File: src/cpde_pkg.sv
package cpde_pkg;

  // Store geometry
  localparam int unsigned MAX_IN_CAPS  = 256;
  localparam int unsigned MAX_OUT_CAPS = 16;
  localparam int unsigned MAX_OUT_DIM  = 16;
  localparam int unsigned MAX_IN_DIM   = 8;

  localparam int unsigned W_DEPTH = MAX_IN_CAPS * MAX_OUT_CAPS * MAX_OUT_DIM * MAX_IN_DIM;
  localparam int unsigned X_DEPTH = MAX_IN_CAPS * MAX_IN_DIM;
  localparam int unsigned W_AW    = $clog2(W_DEPTH);
  localparam int unsigned X_AW    = $clog2(X_DEPTH);

  // Field widths
  localparam int unsigned OP_W    = 2;
  localparam int unsigned CI_W    = 8;
  localparam int unsigned CJ_W    = 4;
  localparam int unsigned E_W     = 4;
  localparam int unsigned V_W     = 3;
  localparam int unsigned DATA_W  = 16;
  localparam int unsigned LEN_W   = 4;
  localparam int unsigned RES_W   = 32;

  // Arithmetic: Q3.12 * Q1.14 products, summed, then >> 10 to Q15.16
  localparam int unsigned PROD_W  = 2 * DATA_W;
  localparam int unsigned ACC_W   = PROD_W + $clog2(MAX_IN_DIM) + 1;
  localparam int unsigned SHIFT   = 10;
  // width of the shifted sum before clipping
  localparam int unsigned Q_W     = ACC_W - SHIFT;

  localparam logic [LEN_W-1:0] LEN_RESET = LEN_W'(MAX_IN_DIM);

  typedef enum logic [OP_W-1:0] {
    OP_WR_WEIGHT = 2'd0,
    OP_WR_INPUT  = 2'd1,
    OP_COMPUTE   = 2'd2
  } opcode_e;

  // Read-issue tag that travels with the memory read data
  typedef struct packed {
    logic vld;
    logic last;
  } mac_ctl_t;

  // Finished dot product
  typedef struct packed {
    logic             vld;
    logic [RES_W-1:0] value;
    logic             sat;
  } mac_res_t;

endpackage

File: src/cpde_mac.sv
module cpde_mac (
  input  logic                                  clk_i,
  input  logic                                  rst_ni,
  input  logic                                  clear_i,
  input  cpde_pkg::mac_ctl_t                    issue_i,
  input  logic signed [cpde_pkg::DATA_W-1:0]    x_i,
  input  logic signed [cpde_pkg::DATA_W-1:0]    w_i,
  output cpde_pkg::mac_res_t                    res_o
);

  cpde_pkg::mac_ctl_t                       s1_q, s2_q;
  logic signed [cpde_pkg::PROD_W-1:0]       prod_q;
  logic signed [cpde_pkg::ACC_W-1:0]        acc_q;
  logic signed [cpde_pkg::ACC_W-1:0]        sum;
  logic signed [cpde_pkg::Q_W-1:0]          quo;
  logic signed [63:0]                       quo_ext;
  logic [cpde_pkg::RES_W-1:0]               value;
  logic                                     sat;

  // tag aligned with the memory read data, then with the product
  always_ff @(posedge clk_i or negedge rst_ni) begin
    if (!rst_ni) begin
      s1_q <= '0;
      s2_q <= '0;
    end else begin
      s1_q <= issue_i;
      s2_q <= s1_q;
    end
  end

  // multiplier stage
  always_ff @(posedge clk_i) begin
    if (s1_q.vld) begin
      prod_q <= x_i * w_i;
    end
  end

  assign sum = acc_q + cpde_pkg::ACC_W'(prod_q);

  // accumulator
  always_ff @(posedge clk_i) begin
    if (clear_i) begin
      acc_q <= '0;
    end else if (s2_q.vld) begin
      acc_q <= sum;
    end
  end

  // floor shift and clip to signed 32 bits
  always_comb begin
    quo     = cpde_pkg::Q_W'(sum >>> cpde_pkg::SHIFT);
    quo_ext = 64'(quo);
    sat     = 1'b0;
    value   = quo_ext[cpde_pkg::RES_W-1:0];
    if (quo_ext > 64'sh0000_0000_7FFF_FFFF) begin
      sat   = 1'b1;
      value = {1'b0, {(cpde_pkg::RES_W-1){1'b1}}};
    end else if (quo_ext < -64'sh0000_0000_8000_0000) begin
      sat   = 1'b1;
      value = {1'b1, {(cpde_pkg::RES_W-1){1'b0}}};
    end
  end

  assign res_o.vld   = s2_q.vld & s2_q.last;
  assign res_o.value = value;
  assign res_o.sat   = sat;

endmodule

File: config.mk
export PLATFORM = sky130hd
export DESIGN_NAME = cpde_mac
export DESIGN_NICKNAME = d
export VERILOG_FILES = /design/src/cpde_pkg.sv /design/src/cpde_mac.sv
export SDC_FILE = /design/constraint.sdc
export NUM_CORES = 1
export LEC_CHECK = 0
export ABC_AREA = 1
export ABC_CLOCK_PERIOD_IN_PS = 5780
export BUFFER_PORTS_ARGS = -buffer_cell sky130_fd_sc_hd__buf_4
export CELL_PAD_IN_SITES_DETAIL_PLACEMENT = 1
export CELL_PAD_IN_SITES_GLOBAL_PLACEMENT = 1
export CORE_UTILIZATION = 40
export CTS_CLUSTER_DIAMETER = 40
export CTS_CLUSTER_SIZE = 12
export DETAILED_ROUTE_END_ITERATION = 7
export GPL_ROUTABILITY_DRIVEN = 0
export PLACE_DENSITY = 0.72
export SYNTH_ARGS = -nofsm -noshare
export SYNTH_HDL_FRONTEND = slang
export SYNTH_SLANG_ARGS = --single-unit
File: constraint.sdc
create_clock -name clk_i -period 5.78 [get_ports clk_i]
set_clock_uncertainty 0.15 [all_clocks]
set_input_delay 0.867 -clock clk_i [delete_from_list [all_inputs] [get_ports clk_i]]
set_output_delay 0.867 -clock clk_i [all_outputs]
set_load 0.005 [all_outputs]
### After elaboration in Yosys (flattened, before gate mapping)

Index checks and enable logic that the tools add are counted.

* register bits after elaboration: 72
* input port bits: 37
* output and inout port bits: 34

* $add $sub $neg: 1
* multipliers: 1
* $lt $le $gt $ge: 2
* mux-type cells: 4
* bitwise logic cells: 1

Operators with widths (count)
* 32-bit 2-to-1 mux: 2
* 36-bit by 32-bit adder with 36-bit output: 1
* 26-bit by 32-bit > comparator with 1-bit output, second input constant: 1
* 26-bit by 32-bit < comparator with 1-bit output, second input constant: 1
* 16-bit by 16-bit multiplier with 32-bit output: 1
* 1-bit 2-to-1 mux: 2
* 1-bit bitwise AND: 1

### Logic depth before layout (Yosys ltp)

* depth in word-level cells: 4
* mapped depth: 26

### Worst setup path before layout

OpenSTA, ideal clock, no wires.

* kind: input to register
* from: input w_i[7] (netlist bit)
* to: register prod_q[29] (netlist bit), data pin
* library setup time: 0.260 ns
* data arrival time: 6.117 ns
* required time: 5.370 ns
* path slack: -0.747 ns
* cell stages on the path: 21
* cell sequence: clkbuf_1 -> clkbuf_1 -> nand2_1 -> fa_1 -> fa_1 -> inv_1 -> fa_1 -> inv_1 -> fa_1 -> inv_1 -> fa_1 -> inv_1 -> fa_1 -> inv_1 -> ha_1 -> nand2_1 -> nor2_1 -> nand2_1 -> or2_2 -> nand3_1 -> xor2_1

* cells in the longest elaborated chain, start to end: 1

Ends and longest elaborated chain
* start: declaration: line cpde_mac.sv:7 `input logic signed [cpde_pkg::DATA_W-1:0] w_i,`
* 16-bit by 16-bit multiplier with 32-bit output: line cpde_mac.sv:34 `prod_q <= x_i * w_i;`
* end signal: assignment: line cpde_mac.sv:34
* end: declaration: line cpde_mac.sv:12 `logic signed [cpde_pkg::PROD_W-1:0] prod_q;`

No other way between the ends.
A chain may end at the register's enable or synchronous reset.

### Final worst setup path

* from: input w_i[15] (netlist bit)
* to: register prod_q[28] (netlist bit), data pin

The elaborated chain is that of the path after synthesis.

==> reports/metrics.csv <==
stage,metric,value,unit
run_status,status,"complete, but fails checks",
run_status,failing checks,setup timing,
floorplanning,cell row count,72,
clock_tree,cell chosen for the clock root,clkbuf_16,
worst_setup_path,crit-path cells,"buf_6, clkinvlp_4, buf_4, clkbuf_16, nor2_1, fa_1, fa_1, fa_1, fa_1, fa_1, inv_1, fa_1, inv_1, ha_4, nand2_1, inv_1, nand2_1, buf_4, inv_1, a21oi_2, nand3b_1, nand4_1, nand2_1",
final_layout,multi-input logic area,0.01215,sq mm
worst_setup_path,cell mode on critical path,fa_1,
clock_tree,"Clk Latency, worst-skew pair",0.36,ns
sta,"Setup violations, final",7,
grt,Total GRT Usage,0.2437,
worst_setup_path,Critical Path Max Stage Delay,0.52,ns
sta,RSZ-0062 raised after global routing,true,
logic_synthesis,mapped cell area,0.01597,sq mm
logic_synthesis,Syn Nets,2607,
routing,DRC,0,
logic_synthesis,Yosys warnings,0,
grt,global-route wire length before repair,78850,um
worst_setup_path,critical path arrival,5.84,ns
logic_synthesis,Mapped Cells,2190,
worst_setup_path,worst r2r path cells,13,
worst_setup_path,Crit. End Element,register,
routing,DR pass1 iterations,4,
worst_setup_path,CP required,5.73,ns
worst_setup_path,worst r2r dst,acc_q[14],
floorplanning,core area,0.03901,sq mm
clock_tree,CTS tree,done,
sta,Final Hold Viols,0,
worst_setup_path,FF-to-FF setup slack,2.95,ns
final_layout,area grow syn2layout,18.23,%
worst_setup_path,Worst Setup Path Type,input port to register,
final_layout,share of layout cells above drive strength 1,0.1768,
grt,gr ovfl total,0,
final_layout,# diodes,0,
sta,fin crit share,1.018,
clock_tree,CTS H-tree lvls,3,
clock_tree,number of hold buffers added after CTS,0,
final_layout,post-layout instance count excluding filler cells,2848,
placed_design,Final HPWL DP,41380,um
sta,min setup slack post-route,-0.1054,ns
routing,drt total wl,47730,um
routing,DR iter-0 viols,593,
logic_synthesis,post-synthesis async set-or-reset flop share,0.05556,
placed_design,placed cells,2823,
routing,Via Count,13900,
floorplanning,Die X,201.8,um
routing,WL per Instance,16.76,um
floorplanning,chip height,201.8,um
logic_synthesis,ys flop type,dfxtp_1,
sta,crit path time final,5.885,ns
clock_tree,Sink Count,72,
placed_design,pre-CTS WS,-0.7012,ns
logic_synthesis,Synth cell types,41,
floorplanning,Total Die Area,0.04072,sq mm
sta,worst slew margin relative to its limit,0.3265,
floorplanning,Initial Utilization,0.4093,
routing,Post-DRT Antenna Nets,0,
final_layout,register area,0.001783,sq mm
clock_tree,CTS Buf Count,9,
routing,mean number of vias per cell,4.882,
worst_setup_path,RR Startpoint,acc_q[0],
final_layout,Final nets,2742,
grt,initial antenna violation count,0,
logic_synthesis,post-synthesis register bit count,72,
worst_setup_path,last element of the critical path,prod_q[28],
clock_tree,clk slew on worst S/H paths,0.06,ns
sta,Max Fclk,169.9,MHz
final_layout,fillers,4910,
sta,final slew viol count,0,
sta,Tightest Pin Transition,1.010,ns
worst_setup_path,crit path from,w_i[15],
logic_synthesis,number of synthesized flops with an enable pin,32,
worst_setup_path,CP max-delay cell,fa_1,
floorplanning,I/O pin count,71,
logic_synthesis,sequential fraction of the synthesis area,0.1116,
worst_setup_path,startpoint types,input port,
min_path,type of the tightest min-delay check,input port to async pin,
clock_tree,Max Root-Sink Buffers,2,
placed_design,I/O Buffers,69,
grt,largest net degree at the start of global routing,53,
logic_synthesis,Syn Area/Cell,7.290,sq um
flow_run,Max Cap Violations,0,
worst_setup_path,Worst Path Max Fanout,7,
grt,vias in the first global route,15660,
[how the worst min path moves through the flow]
stage                     startpoint      end  slack, ns  depth (start not counted)
after global routing          rst_ni  s1_q[1]       0.13                          1
after detailed placement     s1_q[0]  s2_q[0]       0.19                          0
after global placement       s1_q[0]  s2_q[0]       0.18                          0
after CTS                     rst_ni  s1_q[1]       0.14                          1
after floorplan              s1_q[0]  s2_q[0]       0.18                          0
final                         rst_ni  s1_q[1]       0.15                          1
[per-stage QoR]
stage / instance area (sq um) / TNS (ns) / util / hold slack (ns)
floorplan: 16500 / -0.1567 / - / 0.1812
global placement: 18060 / -6.423 / 0.4630 / 0.1830
detailed placement: 18060 / -8.022 / 0.4630 / 0.1871
CTS: 18540 / -0.4309 / 0.4753 / 0.1396
global route: 18880 / -2.879 / 0.4839 / 0.1318
finish: 18880 / -0.4849 / 0.4839 / 0.1464
[cells in the final DEF, fill, tap and decap left out, types with 3 or more instances in the layout]
cell | netlist | final
dfxtp_1 | 36 | 36
nand2_1 | 550 | 529
nand3_1 | 76 | 69
inv_2 | 5 | 19
buf_4 | 31 | 208
a21oi_2 | 3 | 21
inv_1 | 585 | 569
fa_1 | 263 | 254
a21oi_1 | 62 | 42
o21ai_1 | 15 | 21
xor2_1 | 35 | 35
o21ai_0 | 28 | 20
nor2_2 | 5 | 21
nor2_4 | 3 | 9
clkbuf_16 | 0 | 10
nand4_1 | 19 | 19
nor3_1 | 15 | 8
nor3_2 | 3 | 6
edfxtp_1 | 32 | 32
xnor2_1 | 15 | 14
ha_4 | 0 | 19
nand2_4 | 0 | 5
dfrtp_1 | 4 | 3
nand3_2 | 3 | 9
o21bai_1 | 12 | 10
buf_6 | 0 | 11
ha_1 | 117 | 98
a21o_1 | 5 | 5
nor2_1 | 169 | 147
or2_4 | 0 | 3
nand2_2 | 10 | 26
nor3_4 | 0 | 4
buf_12 | 0 | 3
fa_2 | 0 | 9
or2_2 | 7 | 4
[cells by family (layout without fill, tap and decap cells)]
logic type / count (synthesis) / in the layout / synth area share
other: 1 / 1 / 0.0002349
flip-flops: 72 / 72 / 0.1116
adder cells (fa/ha/maj): 380 / 380 / 0.4215
AO/OA/AOI/OAI: 133 / 133 / 0.04694
AND/OR/NAND/NOR: 863 / 863 / 0.2208
XOR/XNOR: 52 / 52 / 0.02947
buffers and inverters: 689 / 829 / 0.1694
[routing by layer]
layer,share of wire,track usage,vias up,routed length (um)
met2,0.53,0.4547,215,25080
li1,-,-,6619,-
met5,0,0,-,0
met4,0.027,0.07278,0,1292
met3,0.023,0.02257,88,1094
met1,0.42,0.2943,6981,20270
[repair_timing]
action / in CTS / in global routing
buffers inserted: 3 / 5
gates cloned: 0 / 1
resized for setup: 39 / 72
endpoints found under the setup margin: 10 / 20
pin swaps: 18 / 21
[worst max-delay path, delay by kind of cell]
kind,cells,cell delay (ns)
adder cells (fa/ha/maj),7,3.12
AND/OR/NAND/NOR,6,0.73
AO/OA/AOI/OAI,1,0.06
buffers and inverters,9,1.02
[cells in the mapped netlist, drive strengths merged (32+ instances only)]
cell | count | area share
a21oi | 65 | 0.021
buf | 34 | 0.015
clkbuf | 65 | 0.015
dfxtp | 36 | 0.045
edfxtp | 32 | 0.060
fa | 263 | 0.33
ha | 117 | 0.092
inv | 590 | 0.14
nand2 | 560 | 0.13
nand3 | 79 | 0.026
nor2 | 177 | 0.044
o21ai | 44 | 0.014
xor2 | 37 | 0.021
[state kept, by name (all words and copies together), names as in the netlist]
register,count
acc_q,36
s2_q,2
s1_q,2
prod_q,32
[area by class of cell]
class	instances	area share
clock buffers	9	0.01193
clock inverters	7	0.004242
inverters	590	0.1177
multi-input cells	1429	0.6436
flip-flops and latches	72	0.09446
well taps	518	0.03434
repair buffers	223	0.09380
Power is not shown: default switching activity piles up to over one toggle a cycle in this logic, so the estimate is an artifact.
